--- src/rtl/bvs_pkg.sv ---
`timescale 1ns / 1ps
// ----------------------------------------------------------------------------
// bvs_pkg
// Shared types, sizes and constants for the battery voltage supervisor.
// ----------------------------------------------------------------------------
package bvs_pkg;

  // field widths
  localparam int VOLT_W  = 10;
  localparam int SOC_W   = 7;
  localparam int LEVEL_W = 4;
  localparam int VOLT_MAX = (1 << VOLT_W) - 1;

  // sizing of the averaging window, vote group and outlier filter
  localparam int WINDOW_DEPTH = 20;
  localparam int VOTE_TICKS   = 3;
  localparam int REJECT_LIMIT = 5;

  localparam int TICK_W = $clog2(VOTE_TICKS + 1);
  localparam int REJ_W  = $clog2(REJECT_LIMIT + 1);
  localparam int VOTE_HALF = VOTE_TICKS / 2;

  // running sum and reciprocal multiply for the window average
  localparam int SUM_W     = $clog2(VOLT_MAX * WINDOW_DEPTH + 1);
  localparam int AVG_SHIFT = SUM_W + 2 * $clog2(WINDOW_DEPTH);
  localparam int MULT_W    = AVG_SHIFT - $clog2(WINDOW_DEPTH) + 1;
  localparam int AVG_MULT  = ((1 << AVG_SHIFT) + WINDOW_DEPTH - 1) / WINDOW_DEPTH;
  localparam int PROD_W    = SUM_W + MULT_W;

  // fixed rule constants
  localparam int OUTLIER_MARGIN   = 5;
  localparam int SHUTDOWN_REPEATS = 6;
  localparam int REMINDER_REPEATS = 5;
  localparam int NORMAL_REPEATS   = 2;
  localparam int NORMAL_SAT       = 3;
  localparam int LEVEL_STEP       = 10;
  localparam int LEVEL_OFFSET     = 5;
  localparam int LEVEL_MAX        = 9;

  // counter widths
  localparam int SD_W = 3;
  localparam int RM_W = 3;
  localparam int NM_W = 2;

  // configuration register indexes
  localparam logic REG_SHUTDOWN_LEVEL = 1'b0;
  localparam logic REG_WARNING_LEVEL  = 1'b1;

  // reset values of the configuration registers
  localparam logic [VOLT_W-1:0] SHUTDOWN_LEVEL_RST = VOLT_W'(340);
  localparam logic [VOLT_W-1:0] WARNING_LEVEL_RST  = VOLT_W'(350);

  // battery status codes
  typedef enum logic [1:0] {
    ST_NORMAL   = 2'd0,
    ST_WARNING  = 2'd1,
    ST_LOWPOWER = 2'd2
  } status_t;

  // phone level: count the 10 percent steps above the 5 percent offset
  function automatic logic [LEVEL_W-1:0] level_of(input logic [SOC_W-1:0] pct);
    logic [LEVEL_W-1:0] lvl;
    lvl = '0;
    for (int k = 1; k <= LEVEL_MAX; k++) begin
      if (int'(pct) >= LEVEL_STEP * k + LEVEL_OFFSET) begin
        lvl = lvl + LEVEL_W'(1);
      end
    end
    return lvl;
  endfunction

endpackage

--- src/rtl/battery_voltage_supervisor_top.sv ---
`timescale 1ns / 1ps
// ----------------------------------------------------------------------------
// battery_voltage_supervisor_top
// Smooths battery samples, keeps a sliding average with outlier rejection,
// votes on low-voltage thresholds and raises power status events.
// ----------------------------------------------------------------------------
// The result beat is registered in the cycle after its input beat is accepted.
// Throughput: one beat per cycle; the result register is the only stage, so
// in_stall follows a held result (out_valid and out_stall).
// Reset: synchronous, active high; clears all state, the window and the
// result valid flag, and loads 340 / 350 into the threshold registers.
module battery_voltage_supervisor_top (
  input  logic                           clk,
  input  logic                           rst,
  // configuration
  input  logic                           cfg_we,
  input  logic                           cfg_index,
  input  logic [bvs_pkg::VOLT_W-1:0]     cfg_data,
  // input channel
  input  logic                           in_valid,
  output logic                           in_stall,
  input  logic [bvs_pkg::VOLT_W-1:0]     voltage_sample,
  input  logic                           comparator_low,
  input  logic                           charger_online,
  input  logic [bvs_pkg::SOC_W-1:0]      soc_percent,
  input  logic                           reminder_active,
  // output channel
  output logic                           out_valid,
  input  logic                           out_stall,
  output logic [bvs_pkg::VOLT_W-1:0]     smoothed_out,
  output logic [bvs_pkg::VOLT_W-1:0]     average_out,
  output logic [bvs_pkg::LEVEL_W-1:0]    phone_level,
  output logic [1:0]                     status_out,
  output logic                           shutdown_event,
  output logic                           warning_event,
  output logic                           normal_event,
  output logic                           charging_event,
  output logic                           change_event
);

  localparam int VW = bvs_pkg::VOLT_W;
  localparam int SW = bvs_pkg::SUM_W;
  localparam int TW = bvs_pkg::TICK_W;

  // configuration registers
  logic [VW-1:0] shutdown_level;
  logic [VW-1:0] warning_level;

  // filter state
  logic [VW-1:0] smoothed_voltage;
  logic [VW-1:0] avg_window [bvs_pkg::WINDOW_DEPTH];
  logic [SW-1:0] window_sum;
  logic [VW-1:0] window_average;
  logic [bvs_pkg::REJ_W-1:0] reject_count;

  // vote and status state
  logic [TW-1:0] tick_count;
  logic [TW-1:0] off_votes;
  logic [TW-1:0] warn_votes;
  logic [bvs_pkg::RM_W-1:0] reminder_count;
  logic [bvs_pkg::SD_W-1:0] shutdown_count;
  logic [bvs_pkg::NM_W-1:0] normal_count;
  logic charger_seen;
  logic first_reminder;
  bvs_pkg::status_t battery_status;
  logic [bvs_pkg::LEVEL_W-1:0] last_level;

  // next values
  logic [VW-1:0] smoothed_next;
  logic [VW:0]   smoothed_sum;
  logic [bvs_pkg::SOC_W-1:0] level_pct;
  logic [bvs_pkg::LEVEL_W-1:0] level;
  logic [VW-1:0] avg_diff;
  logic          outlier;
  logic [bvs_pkg::REJ_W:0] reject_inc;
  logic          push;
  logic          fill;
  logic [SW-1:0] window_sum_next;
  logic [bvs_pkg::PROD_W-1:0] avg_prod;
  logic [VW-1:0] window_average_next;
  logic [bvs_pkg::REJ_W-1:0] reject_count_next;

  logic          off_vote;
  logic          warn_vote;
  logic [TW-1:0] tick_inc;
  logic [TW-1:0] off_total;
  logic [TW-1:0] warn_total;
  logic          evaluate;
  logic [TW-1:0] tick_count_next;
  logic [TW-1:0] off_votes_next;
  logic [TW-1:0] warn_votes_next;
  logic [bvs_pkg::RM_W-1:0] reminder_count_next;
  logic [bvs_pkg::SD_W-1:0] shutdown_count_next;
  logic [bvs_pkg::NM_W-1:0] normal_count_next;
  logic charger_seen_next;
  logic first_reminder_next;
  bvs_pkg::status_t battery_status_next;
  logic [bvs_pkg::LEVEL_W-1:0] last_level_next;
  logic ev_off, ev_warn, ev_norm, ev_chg, ev_change;

  logic in_accept;

  // handshake: a held result blocks the next beat
  assign in_stall  = out_valid & out_stall;
  assign in_accept = in_valid & ~in_stall;

  // two-point smoothing, sample taken as is while the smoother is zero
  assign smoothed_sum  = {1'b0, voltage_sample} + {1'b0, smoothed_voltage};
  assign smoothed_next = (smoothed_voltage == '0) ? voltage_sample : smoothed_sum[VW:1];

  // phone level, forced to zero at or below the shutdown threshold
  assign level_pct = (smoothed_next <= shutdown_level) ? '0 : soc_percent;
  assign level     = bvs_pkg::level_of(level_pct);

  // outlier test against the current window average
  assign avg_diff = (window_average > smoothed_next) ? window_average - smoothed_next
                                                     : smoothed_next - window_average;
  assign outlier    = (window_average != '0) && (avg_diff > VW'(bvs_pkg::OUTLIER_MARGIN));
  assign reject_inc = {1'b0, reject_count} + (bvs_pkg::REJ_W + 1)'(1);
  assign push       = ~outlier || (reject_inc >= (bvs_pkg::REJ_W + 1)'(bvs_pkg::REJECT_LIMIT));
  assign reject_count_next = push ? '0 : reject_inc[bvs_pkg::REJ_W-1:0];

  // window fill or shift, tracked by a running sum
  assign fill = (avg_window[0] == '0);
  assign window_sum_next = fill
      ? SW'(smoothed_next) * SW'(bvs_pkg::WINDOW_DEPTH)
      : window_sum - SW'(avg_window[0]) + SW'(smoothed_next);

  // sum / depth by reciprocal multiply; a filled window averages to its value
  assign avg_prod = bvs_pkg::PROD_W'(window_sum_next)
                  * bvs_pkg::PROD_W'(bvs_pkg::AVG_MULT);
  assign window_average_next = fill ? smoothed_next : avg_prod[bvs_pkg::AVG_SHIFT +: VW];

  // votes for this tick
  assign off_vote   = comparator_low | (smoothed_next <= shutdown_level);
  assign warn_vote  = smoothed_next <= warning_level;
  assign tick_inc   = tick_count + TW'(1);
  assign off_total  = off_votes + TW'(off_vote);
  assign warn_total = warn_votes + TW'(warn_vote);
  assign evaluate   = tick_inc >= TW'(bvs_pkg::VOTE_TICKS);

  // status decision at the end of each vote group
  always_comb begin
    tick_count_next     = tick_inc;
    off_votes_next      = off_total;
    warn_votes_next     = warn_total;
    reminder_count_next = reminder_count;
    shutdown_count_next = shutdown_count;
    normal_count_next   = normal_count;
    charger_seen_next   = charger_seen;
    first_reminder_next = first_reminder;
    battery_status_next = battery_status;
    last_level_next     = last_level;
    ev_off    = 1'b0;
    ev_warn   = 1'b0;
    ev_norm   = 1'b0;
    ev_chg    = 1'b0;
    ev_change = 1'b0;
    if (evaluate) begin
      tick_count_next = '0;
      off_votes_next  = '0;
      warn_votes_next = '0;
      if (!charger_online) begin
        priority if (off_total > TW'(bvs_pkg::VOTE_HALF)) begin
          shutdown_count_next = shutdown_count + bvs_pkg::SD_W'(1);
          reminder_count_next = '0;
          normal_count_next   = '0;
          battery_status_next = bvs_pkg::ST_LOWPOWER;
          if (shutdown_count_next > bvs_pkg::SD_W'(bvs_pkg::SHUTDOWN_REPEATS)) begin
            shutdown_count_next = '0;
            ev_off = 1'b1;
          end
        end else if (warn_total > TW'(bvs_pkg::VOTE_HALF)) begin
          reminder_count_next = reminder_count + bvs_pkg::RM_W'(1);
          shutdown_count_next = '0;
          normal_count_next   = '0;
          battery_status_next = bvs_pkg::ST_WARNING;
          if ((first_reminder && reminder_count_next > bvs_pkg::RM_W'(1)) ||
              (!first_reminder &&
               reminder_count_next >= bvs_pkg::RM_W'(bvs_pkg::REMINDER_REPEATS))) begin
            first_reminder_next = 1'b0;
            reminder_count_next = '0;
            ev_warn = ~reminder_active;
          end
        end else begin
          if (normal_count < bvs_pkg::NM_W'(bvs_pkg::NORMAL_SAT)) begin
            normal_count_next = normal_count + bvs_pkg::NM_W'(1);
          end
          reminder_count_next = '0;
          shutdown_count_next = '0;
          if (normal_count_next > bvs_pkg::NM_W'(bvs_pkg::NORMAL_REPEATS) &&
              battery_status != bvs_pkg::ST_NORMAL) begin
            battery_status_next = bvs_pkg::ST_NORMAL;
            ev_norm = 1'b1;
          end
        end
      end else begin
        ev_chg = 1'b1;
      end
      // level and charger change tracking, frozen in low power
      if (battery_status_next != bvs_pkg::ST_LOWPOWER) begin
        ev_change         = (level != last_level) || (charger_seen != charger_online);
        charger_seen_next = charger_online;
        last_level_next   = level;
      end
    end
  end

  // configuration writes
  always_ff @(posedge clk) begin
    if (rst) begin
      shutdown_level <= bvs_pkg::SHUTDOWN_LEVEL_RST;
      warning_level  <= bvs_pkg::WARNING_LEVEL_RST;
    end else if (cfg_we) begin
      unique case (cfg_index)
        bvs_pkg::REG_SHUTDOWN_LEVEL: shutdown_level <= cfg_data;
        bvs_pkg::REG_WARNING_LEVEL:  warning_level  <= cfg_data;
      endcase
    end
  end

  // supervisor state, updated on every accepted beat
  always_ff @(posedge clk) begin
    if (rst) begin
      smoothed_voltage <= '0;
      for (int i = 0; i < bvs_pkg::WINDOW_DEPTH; i++) begin
        avg_window[i] <= '0;
      end
      window_sum     <= '0;
      window_average <= '0;
      reject_count   <= '0;
      tick_count     <= '0;
      off_votes      <= '0;
      warn_votes     <= '0;
      reminder_count <= '0;
      shutdown_count <= '0;
      normal_count   <= '0;
      charger_seen   <= 1'b0;
      first_reminder <= 1'b1;
      battery_status <= bvs_pkg::ST_NORMAL;
      last_level     <= bvs_pkg::LEVEL_W'(bvs_pkg::LEVEL_MAX);
    end else if (in_accept) begin
      smoothed_voltage <= smoothed_next;
      reject_count     <= reject_count_next;
      if (push) begin
        for (int i = 0; i < bvs_pkg::WINDOW_DEPTH - 1; i++) begin
          avg_window[i] <= fill ? smoothed_next : avg_window[i + 1];
        end
        avg_window[bvs_pkg::WINDOW_DEPTH - 1] <= smoothed_next;
        window_sum     <= window_sum_next;
        window_average <= window_average_next;
      end
      tick_count     <= tick_count_next;
      off_votes      <= off_votes_next;
      warn_votes     <= warn_votes_next;
      reminder_count <= reminder_count_next;
      shutdown_count <= shutdown_count_next;
      normal_count   <= normal_count_next;
      charger_seen   <= charger_seen_next;
      first_reminder <= first_reminder_next;
      battery_status <= battery_status_next;
      last_level     <= last_level_next;
    end
  end

  // result register
  always_ff @(posedge clk) begin
    if (rst) begin
      out_valid <= 1'b0;
    end else begin
      out_valid <= in_accept | (out_valid & out_stall);
    end
    if (in_accept) begin
      smoothed_out   <= smoothed_next;
      average_out    <= push ? window_average_next : window_average;
      phone_level    <= level;
      status_out     <= battery_status_next;
      shutdown_event <= ev_off;
      warning_event  <= ev_warn;
      normal_event   <= ev_norm;
      charging_event <= ev_chg;
      change_event   <= ev_change;
    end
  end

endmodule

--- config.mk ---
export PLATFORM = sky130hd
export DESIGN_NAME = battery_voltage_supervisor_top
export DESIGN_NICKNAME = d
export VERILOG_FILES = /design/src/rtl/bvs_pkg.sv /design/src/rtl/battery_voltage_supervisor_top.sv
export SDC_FILE = /design/constraint.sdc
export NUM_CORES = 1
export LEC_CHECK = 0
export BUFFER_PORTS_ARGS = -buffer_cell sky130_fd_sc_hd__buf_2
export CAP_MARGIN = 10
export CORE_MARGIN = 2
export CORE_UTILIZATION = 45
export CTS_BUF_LIST = sky130_fd_sc_hd__clkbuf_8 sky130_fd_sc_hd__clkbuf_16
export CTS_CLUSTER_DIAMETER = 60
export DETAILED_ROUTE_END_ITERATION = 12
export PLACE_DENSITY = 0.6
export SETUP_SLACK_MARGIN = 0.05
export SLEW_MARGIN = 25
export SYNTH_ARGS = -nofsm -noshare
export SYNTH_HDL_FRONTEND = slang
export SYNTH_SLANG_ARGS = --single-unit
export TNS_END_PERCENT = 30
--- constraint.sdc ---
create_clock -name clk -period 15.7 [get_ports clk]
set_clock_uncertainty 0.1 [all_clocks]
set_input_delay 3.925 -clock clk [delete_from_list [all_inputs] [get_ports clk]]
set_output_delay 3.925 -clock clk [all_outputs]
set_load 0.01 [all_outputs]
# Word level (Yosys, flattened, before mapping)
# Memories as Yosys holds them, arrays and structs flattened.
# Cells that the tools add are included.
[op_classes]
bitwise_logic = 33
eq_ne = 3
n_lt_le_gt_ge = 22
addsub = 20
mux = 85
mul = 2
reduce_logical = 22
[op_table]
columns = ["op", "n"]
rows = [
  ["two-way mux 10 bit", 43],
  ["multiplier 15 x 20 -> 34 bit (second input constant)", 1],
  ["adder 4 x 1 -> 4 bit (second input constant)", 8],
  ["two-way mux 2 bit", 16],
  ["two-way mux 4 bit", 8],
  ["greater-or-equal comparator 7 bit (second input constant)", 4],
  ["OR 1 bit", 22],
  ["greater-or-equal comparator 7 x 6 -> 1 bit (second input constant)", 3],
  ["less-or-equal comparator 10 bit", 2],
  ["logical NOT 10 bit", 2],
  ["subtractor 10 bit", 2],
  ["two-way mux 3 bit", 6],
  ["adder 15 x 10 -> 15 bit", 1],
  ["two-way mux 15 bit", 1],
  ["subtractor 15 x 10 -> 15 bit", 1],
  ["multiplier 10 x 3 -> 13 bit (second input constant)", 1],
  ["adder 10 x 10 -> 11 bit", 1],
  ["> comparator 10 bit", 1],
  ["> comparator 10 x 3 -> 1 bit (second input constant)", 1],
  ["two-way mux 1 bit", 10],
  ["nonzero test 10 bit", 1],
  ["inverter 1 bit", 9],
  ["AND reduction 2 bit", 4],
  ["greater-or-equal comparator 7 x 4 -> 1 bit (second input constant)", 1],
  ["27 further kinds", 38],
]
[totals]
mem_count = 1
output_inout_bits = 33
register_bits = 112
in_bits = 36
ramBits = 200
[mem_list]
columns = ["name", "words", "word_bits", "read_ports", "rd_ports_with_merged_regs", "wr", "line", "source"]
rows = [
  ["avg_window", 20, 10, 20, 0, 20, "battery_voltage_supervisor_top.sv:51", "logic [VW-1:0] avg_window [bvs_pkg::WINDOW_DEPTH];"],
]

# Logic depth before layout (Yosys ltp)
# Gate-level depths: netlist of run 1.
[depth]
depth_word = 24
ltp_mapped = 46
depth_no_buf = 46

# Least setup slack after synthesis of run 1
# OpenSTA, ideal clock, no wires.
[synth_timing]
path_type = "input port to flip-flop"
startpoint = "input voltage_sample[1] (netlist name)"
endpoint = "memory avg_window[0][0] (netlist name), enable pin"
path_buffers = 3
t_arrival_ns = 12.678
cell_stages = 23
slack_ns = 2.353
cell_sequence = "ha_1 -> a31o_2 -> a21oi_1 -> o21ai_0 -> a21oi_1 -> o21ai_0 -> a31oi_1 -> xnor2_1 -> mux2i_1 -> inv_1 -> ha_1 -> buf_4 -> nand4_1 -> or3_1 -> a41o_1 -> buf_6 -> mux2i_1 -> xnor2_1 -> nand4b_1 -> o31ai_2 -> nand2_1 -> clkbuf_1 -> nand2_1"
[synth_lines]
columns = ["item", "line", "source"]
rows = [
  ["start: declaration", "battery_voltage_supervisor_top.sv:22", "input logic [bvs_pkg::VOLT_W-1:0] voltage_sample,"],
  ["end: declaration", "battery_voltage_supervisor_top.sv:51", ""],
]

# Worst setup path in the final report of run 1
[layout_timing]
startpoint = "input voltage_sample[1] (netlist name)"
endpoint = "register average_out[8] (netlist name) (data pin)"
[layout_via]
elab_chain_cells = 9
word_cells_on_any_way = 16
classes_between = "add/sub: 4; mul: 2; order compare: 2; mux: 5; bitwise: 1; reduce/logical: 2"
[layout_rtl]
columns = ["item", "line", "source"]
rows = [
  ["adder 10 x 10 -> 11 bit *", "battery_voltage_supervisor_top.sv:108", "assign smoothed_sum = {1'b0, voltage_sample} + {1'b0, smoothed_voltage};"],
  ["two-way mux 10 bit *", "battery_voltage_supervisor_top.sv:109", "assign smoothed_next = (smoothed_voltage == '0) ? voltage_sample : smoothed_sum[VW:1];"],
  ["net smoothed_next[6]", "battery_voltage_supervisor_top.sv:69", "logic [VW-1:0] smoothed_next;"],
  ["branches (longest 6 deep; another with multiplier 15 x 20 -> 34 bit)", "-", ""],
  ["two-way mux 10 bit *", "-", ""],
  ["end signal: assignment", "battery_voltage_supervisor_top.sv:275", "average_out <= push ? window_average_next : window_average;"],
  ["end: declaration", "battery_voltage_supervisor_top.sv:31", "output logic [bvs_pkg::VOLT_W-1:0] average_out,"],
]
# Mark *: on every way through the listed nets, which the timed path passes.
# A chain may end at the register's enable or synchronous reset.

==> results.json, run 1 <==
{
  "ios": 69,
  "period_share_pct": 88.8,
  "critPathCaptureType": "register",
  "cts-root-buf": "clkbuf_16",
  "cp_num_buf_inv": 5,
  "start_util_pct": 45.4,
  "place_hpwl_um": 33000,
  "globalplace.congestion": 0.881,
  "slowest_delay_ns": 0.61,
  "avgSynthCellArea_sq_um": 9.76,
  "startpoint_type": "primary input",
  "final_antenna_net_count": 0,
  "hp-class": "reg2reg",
  "setup_viol": 0,
  "nNetsFinal": 2482,
  "syn_to_final_growth_pct": 10.5,
  "syn_area_sq_um": 20600,
  "dr.pass1.iters": 5,
  "cpLargestDelayFamily": "adder cells",
  "arrival_ns": 14.16,
  "grt_antenna_before_repair": 0,
  "post_cts_resized": 0,
  "synth_warnings": 0,
  "post_cts_buffers": 0,
  "crit_type": "in2reg",
  "hold_viol": 0,
  "core-area_sq_um": 45300,
  "die_w_um": 218,
  "groute.usage.overall_pct": 20.1,
  "path_depth": 40,
  "multi_input_area_sq_um": 10700,
  "async_reset_ff_share_pct": 0,
  "synth_seq_cells": 312,
  "maxCapViolCount": 0,
  "io_buffers": 68,
  "cts_hold_buf": 0,
  "route.detailed.drc": 0,
  "period_needed_ns": 13.94,
  "clk_pin_slew_ns": 0.06,
  "whs_path_depth": 2,
  "antenna_cells": 0,
  "grt_pass1_vias": 15000,
  "drv_slew": 0,
  "n_fill_cell": 4261,
  "rows": 78,
  "final_common_cell": "nor2_1",
  "rsz0062_at_grt": "false",
  "ys_seq_area_share_pct": 41.6,
  "crit_fanout": 7,
  "ctsHtreeMaxLevel": 2,
  "post_drt_wl_per_cell_um": 16.8,
  "clockBufferDepth": 3,
  "synth.distinct_cells": 73,
  "vias": 14800,
  "setup_tns_ns": 0,
  "clkSinkCount": 312,
  "reg2regPathDepth": 38,
  "numCtsBuffers": 40,
  "worstMarginPinSlew_ns": 0.930,
  "cts_tree": "done",
  "synth_nets": 2436,
  "dieArea_sq_um": 47400,
  "synth_edf_count": 231,
  "crit_slowest_cell": "fa_1",
  "viasPerCell": 5.32,
  "die_y_um": 218,
  "final_cell_mix": "nor2_1, inv_1, edfxtp_1",
  "ys.flop_type": "edfxtp_1",
  "first_iter_violations": 988,
  "synthCells": 2109,
  "drive_above_1_share_pct": 9.57,
  "clk_latency_ns": 0.58,
  "max_slew_margin_pct": 38.0,
  "grt_pass1_wl_um": 76500,
  "finalWirelength_um": 46800,
  "cp.required_ns": 15.92,
  "grt_overflow": 0,
  "register_area_sq_um": 8560,
  "grt_max_degree": 90,
  "fmax_mhz": 71.7,
  "status": "finished, final reports clean"
}
[sequential cells by signal, summed over array words and instances (netlist names), 2 cells and up]
name and cells:
reminder_count 3, smoothed_voltage 10, last_level 4, shutdown_level 10
phone_level 4, smoothed_out 10, warn_votes 2, average_out 10
shutdown_count 3, tick_count 2, off_votes 2, normal_count 2
window_average 10, warning_level 10, battery_status 2, status_out 2
reject_count 3, window_sum 15, avg_window 200
[logic make-up (layout without fill, tap and decap cells)]
group | after synthesis | in the layout | share of synthesized area [%]
AO/OA/AOI/OAI | 368 | 368 | 11.2
XOR/XNOR | 72 | 72 | 3.14
adder cells (fa/ha/maj) | 291 | 291 | 20.7
buffers and inverters | 333 | 409 | 6.56
flip-flops | 312 | 312 | 41.6
multiplexers | 16 | 16 | 0.815
AND/OR/NAND/NOR | 717 | 717 | 16.0
[per-layer routing]
metal | share of wire [%] | routed length (um) | vias up | GRT usage [%]
met2 | 47 | 21900 | 259 | 32.8
met3 | 4.3 | 2000 | 87 | 3.56
met4 | 2.8 | 1290 | 0 | 6.17
met1 | 46 | 21600 | 7173 | 27.4
li1 | - | - | 7290 | -
met5 | 0 | 0 | - | 0
[synthesized netlist by cell type (27+ instances only)]
cell      instances  share of area, %
dfxtp_1          81               7.9
o21ai_0          55               1.3
inv_1           243               4.4
ha_1            208                13
nand2_1         129               2.4
a211oi_1         35               1.3
edfxtp_1        231                34
xor2_1           27               1.1
a21oi_1         150               3.6
nor3_1           53               1.3
nor2_1          377               6.9
nand3_1          37              0.90
xnor2_1          43               1.8
fa_1             83               8.1
nor2_4           27               1.5
clkbuf_1         69               1.3
[per-stage QoR]
stage | worst slack, ns | std cells | area (sq um) | hold slack, ns | util (%)
after floorplan | 2.35 | 2109 | 20600 | 0.336 | -
after global placement | 1.36 | 2712 | 21400 | 0.343 | 47.3
after detailed placement | 1.23 | 2713 | 21400 | 0.350 | 47.4
after CTS | 1.81 | 2785 | 22700 | 0.358 | 50.2
after global routing | 0.947 | 2785 | 22700 | 0.383 | 50.2
final | 1.76 | 2785 | 22700 | 0.353 | 50.2
[worst paths after layout]
check	slack [ns]	endpoint	startpoint
worst max-delay path	1.76	average_out[8]	voltage_sample[1]
worst min-delay path	0.35	off_votes[0]	off_votes[0]
worst max register to register	4.84	average_out[8]	smoothed_voltage[0]
worst min register to register	0.35	off_votes[0]	off_votes[0]
[worst min-delay path, stage by stage (launching register included)]
cell and delay [ns]:
dfxtp_1 0.31, nand2_1 0.05, a21oi_1 0.05
[final cells by class]
class | instances | share of cell area [%]
clock buffers | 43 | 4.63
well taps | 600 | 3.30
flip-flops and latches | 312 | 37.6
repair buffers | 93 | 2.41
clock inverters | 29 | 1.01
multi-input cells | 1464 | 47.0
inverters | 244 | 4.03
Power of run 1 is left out: the tool's default activity adds up to more than one toggle a clock period on the data nets, which glitch-free logic cannot reach.
==> run 2: changes to the inputs <==
--- a/config.mk
+++ b/config.mk
@@ -7,12 +7,13 @@
 export LEC_CHECK = 0
 export BUFFER_PORTS_ARGS = -buffer_cell sky130_fd_sc_hd__buf_2
 export CAP_MARGIN = 10
-export CORE_MARGIN = 2
+export CORE_MARGIN = 5
 export CORE_UTILIZATION = 45
 export CTS_BUF_LIST = sky130_fd_sc_hd__clkbuf_8 sky130_fd_sc_hd__clkbuf_16
 export CTS_CLUSTER_DIAMETER = 60
 export DETAILED_ROUTE_END_ITERATION = 12
 export PLACE_DENSITY = 0.6
+export RECOVER_POWER = 100
 export SETUP_SLACK_MARGIN = 0.05
 export SLEW_MARGIN = 25
 export SYNTH_ARGS = -nofsm -noshare
==> run 2 against run 1 <==
Against the previous run: non-clock buffer count unchanged; via count up 0.51%; the run now ends with max-capacitance violations, max-slew violations left; wire length up 0.69%; first-iteration DRC count up 1.9%; cell count about the same; critical path type unchanged; critical path depth down 16.
==> results.json, run 2 (same netlist as run 1, synthesis figures left out) <==
{
  "status": "finished, violations left",
  "violations": "max-capacitance violations, max-slew violations",
  "period_share_pct": 91.1,
  "cp_num_buf_inv": 5,
  "grt_overflow": 0,
  "dieArea_sq_um": 50100,
  "clk_latency_ns": 0.56,
  "largest_registers": "avg_window (200), window_sum (15)",
  "largest-register": "avg_window",
  "first_iter_violations": 1007,
  "crit_fanout": 95,
  "worstMarginPinSlew_ns": 3.96,
  "multi_input_area_sq_um": 10600,
  "setup_viol": 0,
  "cpLargestDelayFamily": "buffers and inverters",
  "cts_hold_buf": 0,
  "route.detailed.drc": 0,
  "die_y_um": 224,
  "n_fill_cell": 4277,
  "final_cell_mix": "nor2_1, inv_1, edfxtp_1",
  "clkSinkCount": 312,
  "hp-class": "reg2reg",
  "ff2ff_setup_slack_ns": 4.35,
  "crit_slowest_cell": "buf_2",
  "path_cells": "clkbuf_1, ha_1, a31o_2, a21oi_1, o21ai_0, a21oi_1, o21ai_0, a31oi_1, xnor2_1, mux2i_1, clkbuf_1, inv_1, ha_1, nand4_1, or3_1, a41o_1, mux2i_1, xnor2_1, nand4b_1, o31ai_2, clkbuf_1, nand2_1, nand2_1, buf_2",
  "drv_slew": 358,
  "hold_viol": 0,
  "maxCapViolCount": 7,
  "post_cts_resized": 0,
  "globalplace.congestion": 0.887,
  "largest_reg_flops": 200,
  "antenna_cells": 0,
  "ios": 69,
  "slowest_delay_ns": 1.73,
  "crit_type": "in2reg",
  "rsz0062_at_grt": "false",
  "start_util_pct": 45.4,
  "rows": 78,
  "nNetsFinal": 2480,
  "register_area_sq_um": 8560,
  "period_needed_ns": 14.30,
  "post_drt_wl_per_cell_um": 16.9,
  "viasPerCell": 5.35,
  "numCtsBuffers": 38,
  "vias": 14900,
  "cts_tree": "done",
  "groute.usage.overall_pct": 18.7,
  "critPathCaptureType": "register",
  "place_hpwl_um": 33500,
  "core-area_sq_um": 45300,
  "final_antenna_net_count": 0,
  "startpoint_type": "primary input",
  "clk_pin_slew_ns": 0.05,
  "grt_antenna_before_repair": 1,
  "die_w_um": 224,
  "post_cts_buffers": 0,
  "grt_pass1_wl_um": 76500,
  "grt_max_degree": 109,
  "finalWirelength_um": 47100,
  "setup_tns_ns": 0,
  "fmax_mhz": 69.9,
  "grt_pass1_vias": 14900,
  "arrival_ns": 14.33,
  "final_common_cell": "nor2_1",
  "clockBufferDepth": 3,
  "max_slew_margin_pct": -164,
  "io_buffers": 68,
  "drive_above_1_share_pct": 6.69,
  "crit_top_cell": "clkbuf_1",
  "syn_to_final_growth_pct": 9.80,
  "cp.required_ns": 15.73,
  "dr.pass1.iters": 5,
  "cts-root-buf": "clkbuf_16",
  "ctsHtreeMaxLevel": 2
}
## run 2: changes by cell type in the layout (fill, tap and decap cells not counted), sizes merged
cell    change
bufinv      +4
clkbuf     +52
buf        -53
clkinv      -1
inv         -4
## run 2: cell type report
type	count	share of cell area, %
Sequential cell	312	37.9
Timing Repair Buffer	93	1.88
Clock buffer	42	4.50
Clock inverter	28	1.31
Multi-Input combinational cell	1464	47.1
Inverter	244	4.05
Tap cell	600	3.32
## run 2: path summary, 6_finish.rpt
path,startpoint,end,depth (start not counted)
max,voltage_sample[1],avg_window[2][23],24
min,shutdown_level[1],shutdown_level[1],2
max reg2reg,smoothed_voltage[9],avg_window[2][23],19
min reg2reg,shutdown_level[1],shutdown_level[1],2
## run 2: through the flow
stage | std cells | hold slack, ns | area, sq um | utilization (%) | setup slack [ns]
detailed placement | 2713 | 0.352 | 21400 | 47.4 | 1.15
floorplan | 2109 | 0.336 | 20600 | - | 2.35
finish | 2783 | 0.356 | 22600 | 49.9 | 1.40
global route | 2783 | 0.381 | 22600 | 49.9 | 0.583
global placement | 2713 | 0.343 | 21400 | 47.4 | 1.29
CTS | 2783 | 0.359 | 22800 | 50.3 | 1.70
## run 2: worst reg2reg max path, stage by stage, from the launching register on
cell	delay [ns]
dfxtp_1	0.34
nor4_1	0.40
nand4_1	0.52
o21ai_0	0.48
clkbuf_1	0.56
inv_1	0.44
ha_1	0.57
a21oi_2	0.10
o21ai_1	0.17
a21oi_1	0.15
a21oi_2	0.26
a41o_1	0.55
mux2i_1	0.48
xnor2_1	0.17
nand4b_1	0.17
o31ai_2	0.23
clkbuf_1	0.95
nand2_1	0.88
nand2_1	1.62
buf_2	1.76
## run 2: per-layer routing
layer	vias up	GRT usage [%]	share of wire, %
li1	7302	-	-
met1	7220	25.2	46
met2	266	30.5	46
met3	96	3.85	4.6
met4	0	6.19	3.2
met5	-	0	0
Power of run 2 is left out for the same reason.
==> run 3: changes to the inputs <==
--- a/config.mk
+++ b/config.mk
@@ -8,11 +8,12 @@
 export BUFFER_PORTS_ARGS = -buffer_cell sky130_fd_sc_hd__buf_2
 export CAP_MARGIN = 10
 export CORE_MARGIN = 5
-export CORE_UTILIZATION = 45
+export CORE_UTILIZATION = 60
 export CTS_BUF_LIST = sky130_fd_sc_hd__clkbuf_8 sky130_fd_sc_hd__clkbuf_16
 export CTS_CLUSTER_DIAMETER = 60
 export DETAILED_ROUTE_END_ITERATION = 12
-export PLACE_DENSITY = 0.6
+export GPL_TIMING_DRIVEN = 0
+export PLACE_DENSITY = 0.76
 export RECOVER_POWER = 100
 export SETUP_SLACK_MARGIN = 0.05
 export SLEW_MARGIN = 25
==> run 3 against run 2 <==
Against the previous run: the flow still finishes with violations (max-capacitance violations, max-slew violations); critical path type unchanged; global-route usage up 7.4 points; hold slack better by 0.0060 ns; sequential share of layout area up 0.086 points; highest routed layer unchanged; die area down 24%.
==> results.json, run 3 (same netlist as run 1, synthesis figures left out) <==
{
  "die_y_um": 195,
  "syn_to_final_growth_pct": 9.55,
  "clk_latency_ns": 0.56,
  "vias": 15600,
  "core-area_sq_um": 33700,
  "start_util_pct": 61.1,
  "dpl.cell_count": 2626,
  "post_cts_buffers": 0,
  "crit_end": "average_out[8]",
  "cts_tree": "done",
  "period_needed_ns": 14.85,
  "globalplace.congestion": 0.995,
  "post_cts_resized": 0,
  "register_area_sq_um": 8560,
  "nNetsFinal": 2544,
  "clockBufferDepth": 3,
  "multi_input_area_sq_um": 10600,
  "grt_antenna_before_repair": 0,
  "max_slew_margin_pct": -97.8,
  "clkSinkCount": 312,
  "reg2reg_from": "smoothed_voltage[0]",
  "setup_viol": 0,
  "ctsHtreeMaxLevel": 2,
  "finalWirelength_um": 50700,
  "period_share_pct": 94.6,
  "grt_max_degree": 59,
  "final_antenna_net_count": 0,
  "die_w_um": 195,
  "largest_registers": "avg_window (200), window_sum (15)",
  "final_cell_mix": "nor2_1, inv_1, edfxtp_1",
  "reg2regPathDepth": 38,
  "top_layer": "met4",
  "grt_pass1_vias": 15800,
  "grt_overflow": 0,
  "cts_hold_buf": 0,
  "crit_top_cell": "a21oi_1",
  "critPathLaunch": "voltage_sample[1]",
  "dieArea_sq_um": 38100,
  "worstMarginPinSlew_ns": 2.97,
  "largest_reg_flops": 200,
  "met3_length_um": 3790,
  "cts-root-buf": "clkbuf_16",
  "viasPerCell": 5.80,
  "startpoint_type": "primary input",
  "met2_length_um": 24100,
  "first_iter_violations": 1239,
  "reg2reg_to": "average_out[8]",
  "antenna_cells": 0,
  "critPathCaptureType": "register",
  "clk_pin_slew_ns": 0.06,
  "min_from": "shutdown_level[5]",
  "ios": 69,
  "fmax_mhz": 67.3,
  "ff2ff_setup_slack_ns": 3.63,
  "final_common_cell": "nor2_1",
  "post_drt_wl_per_cell_um": 18.8,
  "crit_type": "in2reg",
  "crit_fanout": 7,
  "arrival_ns": 15.02,
  "crit_slowest_cell": "o21ai_0",
  "violations": "max-capacitance violations, max-slew violations",
  "hold_viol": 0,
  "groute.usage.overall_pct": 26.2,
  "numCtsBuffers": 37,
  "setup_ws_ns": 0.849,
  "largest-register": "avg_window",
  "maxCapViolCount": 5,
  "n_fill_cell": 2682,
  "drive_above_1_share_pct": 6.01,
  "slowest_delay_ns": 0.63,
  "instances_no_fill": 2694,
  "cp.required_ns": 15.87,
  "dr.pass1.iters": 5,
  "grt_pass1_wl_um": 81000,
  "hp-class": "reg2reg",
  "rows": 67,
  "route.detailed.drc": 0,
  "pre_cts_ws_ns": 0.453,
  "io_buffers": 64,
  "wl_met1_um": 21000,
  "rsz0062_at_grt": "false",
  "place_hpwl_um": 38000,
  "status": "finished, violations left",
  "drv_slew": 187
}
[run 3: cell count changes in the layout (fill, tap and decap cells not counted), sizes merged]
cell and delta:
buf -5, bufinv -3, clkbuf +70, clkinv -2
clkinvlp -1, inv +4
[run 3: routing by layer]
layer  global-route usage, %  vias to the layer above
met5                       0                        -
met4                    8.97                        0
met3                    5.05                      129
met2                    43.5                      531
met1                    34.6                     7521
li1                        -                     7433
[run 3: stage by stage]
stage / setup TNS, ns / cell area, sq um / hold WS (ns) / util, %
2_1_floorplan: 0 / 20600 / 0.336 / -
3_3_place_gp: -218.19 / 21500 / 0.342 / 63.7
3_5_place_dp: 0 / 21600 / 0.354 / 64.0
4_1_cts: 0 / 22800 / 0.365 / 67.6
5_1_grt: 0 / 22500 / 0.380 / 66.9
6_report: 0 / 22500 / 0.362 / 66.9
[run 3: area by class of cell]
type / instances / share of cell area (%)
Tap cell: 448 / 2.49
Buffer: 89 / 1.57
Timing Repair Buffer: 69 / 1.33
Sequential cell: 312 / 38.0
Inverter: 244 / 4.06
Clock inverter: 26 / 0.922
Clock buffer: 42 / 4.46
Multi-Input combinational cell: 1464 / 47.2
[run 3: worst min path at each step]
stage / end / slack (ns) / depth (start not counted)
detailed placement: first_reminder / 0.35 / 2
global placement: shutdown_level[5] / 0.34 / 2
floorplan: off_votes[0] / 0.34 / 2
global route: shutdown_level[1] / 0.38 / 2
finish: shutdown_level[5] / 0.36 / 2
CTS: shutdown_level[5] / 0.36 / 2
[run 3: critical path: cells and delay by family]
kind                       cells  cell delay (ns)
buffers and inverters          6             0.94
muxes                          1             0.16
xor gates and xnor gates       2             0.57
and+or+nand+nor                6             1.12
AOI/OAI and AO/OA             16             4.00
adders and majority gates     10             4.27
Power of run 3 is left out for the same reason.
